$ cat src/hdl/msrp_pkg.sv
package msrp_pkg;

	// channel count and field widths
	localparam int CHANNELS    = 16;
	localparam int MAX_RESULTS = 16;
	localparam int CH_AW       = (CHANNELS > 1) ? $clog2(CHANNELS) : 1;
	localparam int EMIT_COUNT  = (CHANNELS < MAX_RESULTS) ? CHANNELS : MAX_RESULTS;
	localparam int OP_W        = 2;
	localparam int CH_W        = 4;
	localparam int DELTA_W     = 13;
	localparam int POS_W       = 12;
	localparam int TICK_W      = 8;
	localparam int CFG_IDX_W   = 2;
	localparam int CFG_DATA_W  = 12;
	// wide enough for position plus delta, and for any difference of two sums
	localparam int ALU_W       = 15;

	// register values after reset
	localparam logic [POS_W-1:0]  MIN_RESET    = POS_W'(80);
	localparam logic [POS_W-1:0]  MAX_RESET    = POS_W'(510);
	localparam logic [POS_W-1:0]  CENTER_RESET = POS_W'(295);
	localparam logic [TICK_W-1:0] STEP_RESET   = TICK_W'(35);

	typedef enum logic [OP_W-1:0] {
		OP_MOVE  = 2'd0,
		OP_RESET = 2'd1,
		OP_TICK  = 2'd2,
		OP_NONE  = 2'd3
	} op_t;

	typedef enum logic [CFG_IDX_W-1:0] {
		REG_MIN    = 2'd0,
		REG_MAX    = 2'd1,
		REG_CENTER = 2'd2,
		REG_STEP   = 2'd3
	} cfg_reg_t;

	typedef enum logic {
		KIND_UPDATE  = 1'b0,
		KIND_REFUSED = 1'b1
	} kind_t;

	typedef enum logic {
		ALU_ADD = 1'b0,
		ALU_SUB = 1'b1
	} alu_op_t;

	typedef enum logic [3:0] {
		ST_IDLE,
		ST_DECODE,
		ST_MV_SUM,
		ST_MV_LO,
		ST_MV_HI,
		ST_MV_CMP,
		ST_TK_INC,
		ST_TK_CMP,
		ST_TK_DIR,
		ST_TK_STEP,
		ST_TK_END,
		ST_RST,
		ST_EMIT
	} state_t;

	typedef struct packed {
		alu_op_t                  op;
		logic signed [ALU_W-1:0] a;
		logic signed [ALU_W-1:0] b;
	} alu_req_t;

	typedef struct packed {
		logic signed [ALU_W-1:0] res;
		logic                    lt;
		logic                    eq;
	} alu_rsp_t;

	typedef struct packed {
		logic             rd_en;
		logic             wr_en;
		logic [CH_AW-1:0] addr;
		logic [POS_W-1:0] wdata;
	} pos_req_t;

	typedef struct packed {
		kind_t            kind;
		logic [CH_W-1:0]  ch;
		logic [POS_W-1:0] pw;
		logic             last;
	} result_t;

	// zero extend a position count into the shared unit width
	function automatic logic signed [ALU_W-1:0] zext_pos(input logic [POS_W-1:0] v);
		return ALU_W'($signed({1'b0, v}));
	endfunction

	// zero extend a tick count into the shared unit width
	function automatic logic signed [ALU_W-1:0] zext_tick(input logic [TICK_W-1:0] v);
		return ALU_W'($signed({1'b0, v}));
	endfunction

endpackage

$ cat src/hdl/msrp_ifs.sv
interface msrp_cmd_if;
	logic                              valid;
	logic                              ready;
	logic [msrp_pkg::OP_W-1:0]         opcode;
	logic [msrp_pkg::CH_W-1:0]         channel;
	logic signed [msrp_pkg::DELTA_W-1:0] delta;

	modport source (output valid, output opcode, output channel, output delta, input ready);
	modport sink (input valid, input opcode, input channel, input delta, output ready);
endinterface

interface msrp_res_if;
	logic                       valid;
	logic                       ready;
	logic                       kind;
	logic [msrp_pkg::CH_W-1:0]  out_channel;
	logic [msrp_pkg::POS_W-1:0] pulse_width;
	logic                       last;

	modport source (output valid, output kind, output out_channel, output pulse_width,
		output last, input ready);
	modport sink (input valid, input kind, input out_channel, input pulse_width,
		input last, output ready);
endinterface

interface msrp_cfg_if;
	logic                            valid;
	logic                            ready;
	logic [msrp_pkg::CFG_IDX_W-1:0]  index;
	logic [msrp_pkg::CFG_DATA_W-1:0] data;

	modport source (output valid, output index, output data, input ready);
	modport sink (input valid, input index, input data, output ready);
endinterface

$ cat src/hdl/multi_servo_ramp_positioner.sv
// channel  dir  transfer content
// cmd      in   opcode, channel, delta
// res      out  kind, out_channel, pulse_width, last
// cfg      in   index, data (register write, always ready)
//
// a reset sweeps every entry of the position store (16); after each item the
// sequencer returns to idle, where the next cmd transfer is taken.
// every step runs through the one shared adder/comparator in msrp_alu.
// arst_n clears the sequencer, ramp state and registers to their reset counts;
// the position store needs no clearing pass, per-entry valid bits cover it.
// cmd is held off while an item is in work; a stalled res holds the sequencer
// at the result it wants to hand over.
module multi_servo_ramp_positioner (
	input logic       clk,
	input logic       arst_n,
	msrp_cmd_if.sink  cmd,
	msrp_res_if.source res,
	msrp_cfg_if.sink  cfg
);
	import msrp_pkg::*;

	state_t state_q, state_d;

	// configuration registers
	logic [POS_W-1:0]  min_q, max_q, center_q;
	logic [TICK_W-1:0] step_q;
	logic [TICK_W-1:0] limit;

	// latched command
	op_t                      cmd_op_q;
	logic [CH_W-1:0]          cmd_ch_q;
	logic signed [DELTA_W-1:0] cmd_delta_q;

	// working and ramp state
	logic signed [ALU_W-1:0] sum_q;
	logic [POS_W-1:0]        target_q;
	logic                    ramp_active_q;
	logic [CH_W-1:0]         ramp_ch_q;
	logic [POS_W-1:0]        ramp_val_q, ramp_tgt_q;
	logic [TICK_W-1:0]       tick_q;
	logic                    dir_up_q;
	logic [CH_AW-1:0]        idx_q;
	result_t                 pend_q;

	// output register
	logic    out_valid_q;
	result_t out_q, out_d;
	logic    load_out, out_free, rst_step, in_range, rst_emit;

	alu_req_t         alu_req;
	alu_rsp_t         alu_rsp;
	pos_req_t         pos_req;
	logic [POS_W-1:0] pos_rd;

	msrp_alu u_alu (
		.req (alu_req),
		.rsp (alu_rsp)
	);

	msrp_pos_mem u_pos_mem (
		.clk     (clk),
		.arst_n  (arst_n),
		.req     (pos_req),
		.rd_data (pos_rd)
	);

	assign limit    = (step_q == '0) ? TICK_W'(1) : step_q;
	assign out_free = !out_valid_q || res.ready;
	assign in_range = int'(cmd_ch_q) < CHANNELS;
	assign rst_emit = int'(idx_q) < EMIT_COUNT;

	assign cmd.ready = (state_q == ST_IDLE);
	assign cfg.ready = 1'b1;

	// configuration writes
	always_ff @(posedge clk or negedge arst_n) begin
		if (!arst_n) begin
			min_q    <= MIN_RESET;
			max_q    <= MAX_RESET;
			center_q <= CENTER_RESET;
			step_q   <= STEP_RESET;
		end else if (cfg.valid) begin
			unique case (cfg_reg_t'(cfg.index))
				REG_MIN:    min_q    <= cfg.data[POS_W-1:0];
				REG_MAX:    max_q    <= cfg.data[POS_W-1:0];
				REG_CENTER: center_q <= cfg.data[POS_W-1:0];
				REG_STEP:   step_q   <= cfg.data[TICK_W-1:0];
				default:    min_q    <= min_q;
			endcase
		end
	end

	// state register
	always_ff @(posedge clk or negedge arst_n) begin
		if (!arst_n) begin
			state_q <= ST_IDLE;
		end else begin
			state_q <= state_d;
		end
	end

	// sequencer: next state, shared unit operands, store access, result load
	always_comb begin
		state_d  = state_q;
		alu_req  = '{op: ALU_ADD, a: '0, b: '0};
		pos_req  = '0;
		load_out = 1'b0;
		rst_step = 1'b0;
		out_d    = '{kind: KIND_UPDATE, ch: '0, pw: '0, last: 1'b1};
		unique case (state_q)
			ST_IDLE: begin
				if (cmd.valid) state_d = ST_DECODE;
			end
			ST_DECODE: begin
				unique case (cmd_op_q)
					OP_MOVE: begin
						if (!in_range) begin
							state_d = ST_IDLE;
						end else if (ramp_active_q) begin
							state_d = ST_EMIT;
						end else begin
							pos_req.rd_en = 1'b1;
							pos_req.addr  = CH_AW'(cmd_ch_q);
							state_d       = ST_MV_SUM;
						end
					end
					OP_RESET: state_d = ST_RST;
					OP_TICK:  state_d = ramp_active_q ? ST_TK_INC : ST_IDLE;
					default:  state_d = ST_IDLE;
				endcase
			end
			ST_MV_SUM: begin
				alu_req = '{op: ALU_ADD, a: zext_pos(pos_rd), b: ALU_W'(cmd_delta_q)};
				state_d = ST_MV_LO;
			end
			ST_MV_LO: begin
				alu_req = '{op: ALU_SUB, a: sum_q, b: zext_pos(min_q)};
				state_d = alu_rsp.lt ? ST_MV_CMP : ST_MV_HI;
			end
			ST_MV_HI: begin
				alu_req = '{op: ALU_SUB, a: sum_q, b: zext_pos(max_q)};
				state_d = ST_MV_CMP;
			end
			ST_MV_CMP: begin
				alu_req = '{op: ALU_SUB, a: zext_pos(target_q), b: zext_pos(pos_rd)};
				state_d = alu_rsp.eq ? ST_IDLE : ST_EMIT;
			end
			ST_TK_INC: begin
				alu_req = '{op: ALU_ADD, a: zext_tick(tick_q), b: ALU_W'(1)};
				state_d = ST_TK_CMP;
			end
			ST_TK_CMP: begin
				alu_req = '{op: ALU_SUB, a: zext_tick(tick_q), b: zext_tick(limit)};
				state_d = alu_rsp.lt ? ST_IDLE : ST_TK_DIR;
			end
			ST_TK_DIR: begin
				alu_req = '{op: ALU_SUB, a: zext_pos(ramp_val_q), b: zext_pos(ramp_tgt_q)};
				state_d = ST_TK_STEP;
			end
			ST_TK_STEP: begin
				alu_req = '{op: ALU_ADD, a: zext_pos(ramp_val_q),
					b: dir_up_q ? ALU_W'(1) : {ALU_W{1'b1}}};
				state_d = ST_TK_END;
			end
			ST_TK_END: begin
				alu_req = '{op: ALU_SUB, a: zext_pos(ramp_val_q), b: zext_pos(ramp_tgt_q)};
				if (alu_rsp.eq) begin
					pos_req.wr_en = 1'b1;
					pos_req.addr  = CH_AW'(ramp_ch_q);
					pos_req.wdata = ramp_tgt_q;
				end
				state_d = ST_EMIT;
			end
			ST_RST: begin
				// sweep every entry; hand a result over for the first ones
				pos_req.wr_en = 1'b1;
				pos_req.addr  = idx_q;
				pos_req.wdata = center_q;
				if (!rst_emit || out_free) begin
					rst_step = 1'b1;
					if (rst_emit) begin
						load_out = 1'b1;
						out_d    = '{kind: KIND_UPDATE, ch: CH_W'(idx_q), pw: center_q,
							last: (int'(idx_q) == EMIT_COUNT - 1)};
					end
					if (idx_q == CH_AW'(CHANNELS - 1)) state_d = ST_IDLE;
				end
			end
			ST_EMIT: begin
				if (out_free) begin
					load_out = 1'b1;
					out_d    = pend_q;
					state_d  = ST_IDLE;
				end
			end
			default: state_d = ST_IDLE;
		endcase
	end

	// ramp control state
	always_ff @(posedge clk or negedge arst_n) begin
		if (!arst_n) begin
			ramp_active_q <= 1'b0;
			tick_q        <= '0;
		end else begin
			unique case (state_q)
				ST_DECODE: begin
					if (cmd_op_q == OP_RESET) begin
						ramp_active_q <= 1'b0;
						tick_q        <= '0;
					end
				end
				ST_MV_CMP: begin
					if (!alu_rsp.eq) begin
						ramp_active_q <= 1'b1;
						tick_q        <= '0;
					end
				end
				ST_TK_INC: tick_q <= alu_rsp.res[TICK_W-1:0];
				ST_TK_CMP: if (!alu_rsp.lt) tick_q <= '0;
				ST_TK_END: if (alu_rsp.eq) ramp_active_q <= 1'b0;
				default: ramp_active_q <= ramp_active_q;
			endcase
		end
	end

	// working registers of the sequencer
	always_ff @(posedge clk) begin
		if (cmd.valid && cmd.ready) begin
			cmd_op_q    <= op_t'(cmd.opcode);
			cmd_ch_q    <= cmd.channel;
			cmd_delta_q <= cmd.delta;
		end
		unique case (state_q)
			ST_DECODE: begin
				idx_q  <= '0;
				pend_q <= '{kind: KIND_REFUSED, ch: cmd_ch_q, pw: '0, last: 1'b1};
			end
			ST_MV_SUM: sum_q <= alu_rsp.res;
			ST_MV_LO:  if (alu_rsp.lt) target_q <= min_q;
			ST_MV_HI: begin
				if (!alu_rsp.lt && !alu_rsp.eq) target_q <= max_q;
				else target_q <= sum_q[POS_W-1:0];
			end
			ST_MV_CMP: begin
				ramp_ch_q  <= cmd_ch_q;
				ramp_val_q <= pos_rd;
				ramp_tgt_q <= target_q;
				pend_q     <= '{kind: KIND_UPDATE, ch: cmd_ch_q, pw: pos_rd, last: 1'b1};
			end
			ST_TK_DIR:  dir_up_q   <= alu_rsp.lt;
			ST_TK_STEP: ramp_val_q <= alu_rsp.res[POS_W-1:0];
			ST_TK_END:  pend_q <= '{kind: KIND_UPDATE, ch: ramp_ch_q, pw: ramp_val_q, last: 1'b1};
			ST_RST:     if (rst_step) idx_q <= idx_q + CH_AW'(1);
			default:    sum_q <= sum_q;
		endcase
	end

	// output register, refilled while the previous result is taken
	always_ff @(posedge clk or negedge arst_n) begin
		if (!arst_n) begin
			out_valid_q <= 1'b0;
		end else if (load_out) begin
			out_valid_q <= 1'b1;
		end else if (res.ready) begin
			out_valid_q <= 1'b0;
		end
	end

	always_ff @(posedge clk) begin
		if (load_out) out_q <= out_d;
	end

	assign res.valid       = out_valid_q;
	assign res.kind        = out_q.kind;
	assign res.out_channel = out_q.ch;
	assign res.pulse_width = out_q.pw;
	assign res.last        = out_q.last;

	// an active ramp is never already at its target between items
	a_ramp_not_done: assert property (@(posedge clk) disable iff (!arst_n)
		(state_q == ST_IDLE && ramp_active_q) |-> (ramp_val_q != ramp_tgt_q))
		else $error("idle with an active ramp that has reached its target");

	// the store is never read and written in one cycle
	a_store_port: assert property (@(posedge clk) disable iff (!arst_n)
		!(pos_req.rd_en && pos_req.wr_en))
		else $error("position store read and written together");

	// a refusal carries no pulse width and closes its run
	a_refusal_form: assert property (@(posedge clk) disable iff (!arst_n)
		(out_valid_q && out_q.kind == KIND_REFUSED) |-> (out_q.pw == '0 && out_q.last))
		else $error("malformed refusal result");

	// the reset sweep runs with the ramp already aborted
	a_sweep_no_ramp: assert property (@(posedge clk) disable iff (!arst_n)
		(state_q == ST_RST) |-> !ramp_active_q)
		else $error("ramp still active during reset sweep");

endmodule

$ cat src/hdl/msrp_alu.sv
module msrp_alu (
	input  msrp_pkg::alu_req_t req,
	output msrp_pkg::alu_rsp_t rsp
);
	import msrp_pkg::*;

	logic signed [ALU_W-1:0] sum;

	// one adder shared by every add, step and compare of the sequencer
	always_comb begin
		unique case (req.op)
			ALU_ADD: sum = req.a + req.b;
			ALU_SUB: sum = req.a - req.b;
			default: sum = req.a + req.b;
		endcase
		rsp.res = sum;
		rsp.lt  = sum[ALU_W-1];
		rsp.eq  = (sum == '0);
	end

endmodule

$ cat src/hdl/msrp_pos_mem.sv
module msrp_pos_mem (
	input  logic                        clk,
	input  logic                        arst_n,
	input  msrp_pkg::pos_req_t          req,
	output logic [msrp_pkg::POS_W-1:0]  rd_data
);
	import msrp_pkg::*;

	logic [POS_W-1:0] mem_q [CHANNELS];
	logic [CHANNELS-1:0] valid_q;
	logic [POS_W-1:0] rd_data_q;

	// entries not yet written read as the reset center count (CENTER_RESET) after reset
	always_ff @(posedge clk or negedge arst_n) begin
		if (!arst_n) begin
			valid_q <= '0;
		end else if (req.wr_en) begin
			valid_q[req.addr] <= 1'b1;
		end
	end

	// storage write port
	always_ff @(posedge clk) begin
		if (req.wr_en) begin
			mem_q[req.addr] <= req.wdata;
		end
	end

	// registered read port
	always_ff @(posedge clk) begin
		if (req.rd_en) begin
			rd_data_q <= valid_q[req.addr] ? mem_q[req.addr] : CENTER_RESET;
		end
	end

	assign rd_data = rd_data_q;

endmodule

$ cat src/flat_wrapper.sv
// flat-port wrapper written by rule: the top's interface ports become plain ports
module multi_servo_ramp_positioner_flat import msrp_pkg::*;
  (clk, arst_n, cmd_valid, cmd_opcode, cmd_channel, cmd_delta, cmd_ready, res_valid, res_kind, res_out_channel, res_pulse_width, res_last, res_ready, cfg_valid, cfg_index, cfg_data, cfg_ready);
  msrp_cmd_if cmd_i ();
  msrp_res_if res_i ();
  msrp_cfg_if cfg_i ();
  input logic clk;
  input logic arst_n;
  input wire logic [$bits(cmd_i.valid)-1:0] cmd_valid;
  input wire logic [$bits(cmd_i.opcode)-1:0] cmd_opcode;
  input wire logic [$bits(cmd_i.channel)-1:0] cmd_channel;
  input wire logic [$bits(cmd_i.delta)-1:0] cmd_delta;
  output wire logic [$bits(cmd_i.ready)-1:0] cmd_ready;
  output wire logic [$bits(res_i.valid)-1:0] res_valid;
  output wire logic [$bits(res_i.kind)-1:0] res_kind;
  output wire logic [$bits(res_i.out_channel)-1:0] res_out_channel;
  output wire logic [$bits(res_i.pulse_width)-1:0] res_pulse_width;
  output wire logic [$bits(res_i.last)-1:0] res_last;
  input wire logic [$bits(res_i.ready)-1:0] res_ready;
  input wire logic [$bits(cfg_i.valid)-1:0] cfg_valid;
  input wire logic [$bits(cfg_i.index)-1:0] cfg_index;
  input wire logic [$bits(cfg_i.data)-1:0] cfg_data;
  output wire logic [$bits(cfg_i.ready)-1:0] cfg_ready;
  assign cmd_i.valid = cmd_valid;
  assign cmd_i.opcode = cmd_opcode;
  assign cmd_i.channel = cmd_channel;
  assign cmd_i.delta = cmd_delta;
  assign cmd_ready = cmd_i.ready;
  assign res_valid = res_i.valid;
  assign res_kind = res_i.kind;
  assign res_out_channel = res_i.out_channel;
  assign res_pulse_width = res_i.pulse_width;
  assign res_last = res_i.last;
  assign res_i.ready = res_ready;
  assign cfg_i.valid = cfg_valid;
  assign cfg_i.index = cfg_index;
  assign cfg_i.data = cfg_data;
  assign cfg_ready = cfg_i.ready;
  multi_servo_ramp_positioner u_core (.clk(clk), .arst_n(arst_n), .cmd(cmd_i), .res(res_i), .cfg(cfg_i));
endmodule
$ cat config.mk
export PLATFORM = sky130hd
export DESIGN_NAME = multi_servo_ramp_positioner_flat
export DESIGN_NICKNAME = d
export VERILOG_FILES = /design/src/hdl/msrp_pkg.sv /design/src/hdl/msrp_ifs.sv /design/src/hdl/multi_servo_ramp_positioner.sv /design/src/hdl/msrp_alu.sv /design/src/hdl/msrp_pos_mem.sv /design/src/flat_wrapper.sv
export SDC_FILE = /design/constraint.sdc
export NUM_CORES = 1
export LEC_CHECK = 0
export BUFFER_PORTS_ARGS = -buffer_cell sky130_fd_sc_hd__buf_2
export CAP_MARGIN = 20
export CORE_AREA = 2 2 245 247
export CTS_CLUSTER_DIAMETER = 200
export DETAILED_ROUTE_END_ITERATION = 8
export DIE_AREA = 0 0 247 249
export PLACE_DENSITY = 0.52
export SETUP_SLACK_MARGIN = 0.15
export SLEW_MARGIN = 40
export SYNTH_ARGS = -nofsm -noshare
export SYNTH_HDL_FRONTEND = slang
export SYNTH_SLANG_ARGS = --single-unit
$ cat constraint.sdc
create_clock -name clk -period 11.04 [get_ports clk]
set_input_delay 1.656 -clock clk [delete_from_list [all_inputs] [get_ports clk]]
set_output_delay 1.656 -clock clk [all_outputs]
set_load 0.02 [all_outputs]
==> impl_metrics.yaml <==
outcome:
  status: "complete, but fails checks"
  failed_checks: "design-rule violations"
routing:
  route.detailed.drc: 3
  via_per_inst: 5.39
  wire_per_inst_microns: 24.0
  vias: 12300
  totalWireLength_microns: 54500
  drtIter0Drc: 1286
  detail-route-antenna-nets: 0
  dr.pass1.iters: 9
timing:
  period_share_pct: 74.5
  final.setup.tns_ps: 0
  post-route-min-period_ps: 8220
  setup_viol: 0
  fin_skew_ps: 15.7
  worst_slew_pin_slew_ps: 891
  slew_viol_final: 0
  rsz0062_at_grt: "no"
  clock.fmax_mhz: 122
  max_slew_margin_pct: 40.5
  hold_viol: 0
critical_path:
  start_kind: "flip-flop"
  worstRegToRegCells: 24
  r2r_slack_ps: 2820
  r2r-start: "u_core.state_q[2]"
  required_ps: 11240
  cp_max_fo: 42
  critPathLaunch: "u_core.state_q[2]"
  crit_path_end: "u_core.u_pos_mem.mem_q[9][0]"
  critPathKind: "reg2reg"
  endpoint_kind: "flip-flop"
  r2r-end: "u_core.u_pos_mem.mem_q[9][0]"
  worstPathArrival_ps: 8420
die:
  io_pins: 59
  core_area_sq_um: 58700
  dieWidth_microns: 247
  fp.dieArea_sq_um: 61500
  initial_utilization_pct: 30.7
  rows: 89
  die_y_microns: 249
synthesis:
  synthSimpleGateAreaFrac_pct: 13.6
  synth_cells: 1423
  syn_nets: 1478
  syn_avg_cell_area_sq_um: 12.7
  synth.area.mux_share_pct: 5.13
  synth_top_family_by_area: "simple AND/OR/NAND/NOR gates"
  synth_flop_cell: "edfxtp_1"
  ys_seq_elements: 392
  synth_area_sq_um: 18000
  synth-compound-area-share_pct: 13.1
  async_flop_share_pct: 18.9
  synthDistinctLibCells: 88
  synth_warnings: 0
  synth-seq-area-share_pct: 63.4
  synth-xor-area-share_pct: 0.729
  synth_adder_area_share_pct: 1.22
  synth_edf_count: 318
cts:
  numCtsBuffers: 42
  htree_levels: 2
  cts_tree: "yes"
  clk_path_buf_depth: 3
  root_buffer: "clkbuf_16"
  clock-sinks: 392
  clk_pin_slew_worst_paths_ps: 60
  post_cts_buffers: 0
  hold_buffers: 0
  cts_resized: 0
  clock_latency_ps: 570
grt:
  grt_max_degree: 68
  grt_pass1_wl_microns: 79600
  grt-ovfl-total: 0
  grtUsageTotal_pct: 17.5
  antenna_found_initial: 3
  grt_pass1_vias: 11800
pwr:
  p_leak_nw: 7.47
  total_power_mw: 6.54
  ir_worst_vdd_mv: 0.182
  power.density_nw_per_um2: 319
placed_design:
  port_buffers: 57
  gp_congestion: 0.912
  dpl.hpwl_microns: 38000
final_layout:
  area_delta_synth_final_pct: 13.9
  finalNetCount: 1521
  final_common_cell: "edfxtp_1"
  fillers: 5726
  final_cell_mix: "edfxtp_1, nand2_1, nor2_1, nand3_1, a21oi_1"
  drive_above_1_share_pct: 20.2
  diodes: 0
flow_run:
  max_cap_viol_count: 0
worst_hold_path:
  hp-class: "reg2reg"
==> cell families after synthesis <==
group                    count (synthesis)
AND/OR/NAND/NOR                        495
buffers and inverters                  105
adder cells (fa/ha/maj)                 17
AO/OA/AOI/OAI                          312
flip-flops                             392
multiplexers                            86
XOR/XNOR                                15
other                                    1
==> through the flow <==
stage	std cells	hold slack, ps	utilization (%)	setup WS [ps]	cell area (sq um)
2_1_floorplan	1423	427	-	4740	18000
3_3_place_gp	2194	445	32.5	2690	19100
3_5_place_dp	2194	452	32.6	2590	19100
4_1_cts	2272	463	34.9	2570	20500
5_1_grt	2273	478	35.0	2310	20500
6_report	2273	465	35.0	2820	20500
==> routing by layer <==
metal | track usage [%] | wire length, microns | up-vias
li1 | - | - | 5529
met2 | 26.3 | 24000 | 530
met1 | 25.8 | 24900 | 6116
met4 | 5.87 | 1710 | 0
met5 | 0 | 0 | -
met3 | 2.43 | 3880 | 85
==> final cells by class <==
cell class                 instances  area (sq um)  area share (%)
clock buffer                      61          1190            5.81
tap                              773           967            4.71
timing repair buffer              83           495            2.41
multi-input combinational        926          6190            30.2
inverter                          21          78.8           0.384
clock inverter                    17           175           0.853
sequential                       392         11400            55.6
==> synth_stat cells, types with 9 or more instances <==
| master | instances | area (sq um) |
|---|---|---|
| a22oi_1 | 23 | 173 |
| nor2_1 | 90 | 338 |
| ha_1 | 16 | 200 |
| buf_6 | 10 | 113 |
| nand3b_1 | 18 | 135 |
| o21ai_0 | 28 | 140 |
| mux2i_1 | 35 | 350 |
| nand3_1 | 66 | 330 |
| inv_1 | 19 | 71.3 |
| a32oi_1 | 9 | 78.8 |
| nand2b_1 | 10 | 62.6 |
| edfxtp_1 | 318 | 9550 |
| nand2_1 | 204 | 766 |
| a31oi_1 | 30 | 188 |
| a221oi_1 | 14 | 123 |
| buf_2 | 21 | 105 |
| a21oi_1 | 59 | 295 |
| dfrtp_1 | 56 | 1400 |
| nor2b_1 | 11 | 68.8 |
| xor2_1 | 13 | 114 |
| a222oi_1 | 12 | 120 |
| and2_1 | 11 | 68.8 |
| o2bb2ai_1 | 17 | 149 |
| or2_2 | 19 | 119 |
| a22o_1 | 35 | 307 |
| mux2_2 | 51 | 574 |
| clkbuf_1 | 40 | 150 |
| dfstp_2 | 18 | 473 |
==> power by group <==
part / switching, mW / leakage (nW) / total, mW / internal, mW
logic: 1.99 / 2.71 / 3.01 / 1.03
clock network: 0.597 / 0.658 / 1.40 / 0.807
registers: 0.179 / 4.10 / 2.13 / 1.95
total: 2.76 / 7.47 / 6.54 / 3.78
==> sequential cells by signal, summed over array words and instances, names as in the netlist, 2 cells and up <==
| register | cells |
|---|---|
| u_core.u_pos_mem.mem_q | 192 |
| u_core.pend_q | 17 |
| u_core.u_pos_mem.valid_q | 16 |
| u_core.sum_q | 15 |
| u_core.cmd_delta_q | 13 |
| u_core.center_q | 12 |
| u_core.max_q | 12 |
| u_core.min_q | 12 |
| u_core.ramp_tgt_q | 12 |
| u_core.ramp_val_q | 12 |
| u_core.res.pulse_width | 12 |
| u_core.target_q | 12 |
| u_core.u_pos_mem.rd_data | 12 |
| u_core.step_q | 8 |
| u_core.tick_q | 8 |
| u_core.cmd_ch_q | 4 |
| u_core.idx_q | 4 |
| u_core.ramp_ch_q | 4 |
| u_core.res.out_channel | 4 |
| u_core.state_q | 4 |
| u_core.cmd_op_q | 2 |
==> critical path: stages (launching register included) <==
cell,delay (ps)
dfrtp_1,320
buf_4,390
nor2b_1,430
nand2_2,160
inv_2,370
buf_4,370
nand2_1,140
o2111ai_1,120
a21oi_1,130
ha_1,250
and2_1,210
a21oi_1,200
xor2_1,180
ha_1,340
a21o_1,210
a22oi_1,520
mux2i_1,390
o2111ai_1,270
nor3b_1,250
nand4b_1,110
or4_1,480
nor3_4,600
or2_2,270
nand3_1,420
nor2_2,690
==> how the worst min path moves through the flow <==
stage	end	startpoint	cells after the start
6_report	u_core.ramp_tgt_q[9]	u_core.target_q[9]	0
5_1_grt	u_core.ramp_tgt_q[11]	u_core.target_q[11]	0
4_1_cts	u_core.ramp_tgt_q[9]	u_core.target_q[9]	0
3_5_place_dp	u_core.u_pos_mem.valid_q[5]	u_core.u_pos_mem.valid_q[5]	2
2_1_floorplan	u_core.ramp_tgt_q[0]	u_core.target_q[0]	0
3_3_place_gp	u_core.u_pos_mem.valid_q[11]	u_core.u_pos_mem.valid_q[11]	2
No activity file was read; power rests on OpenSTA's default activity.
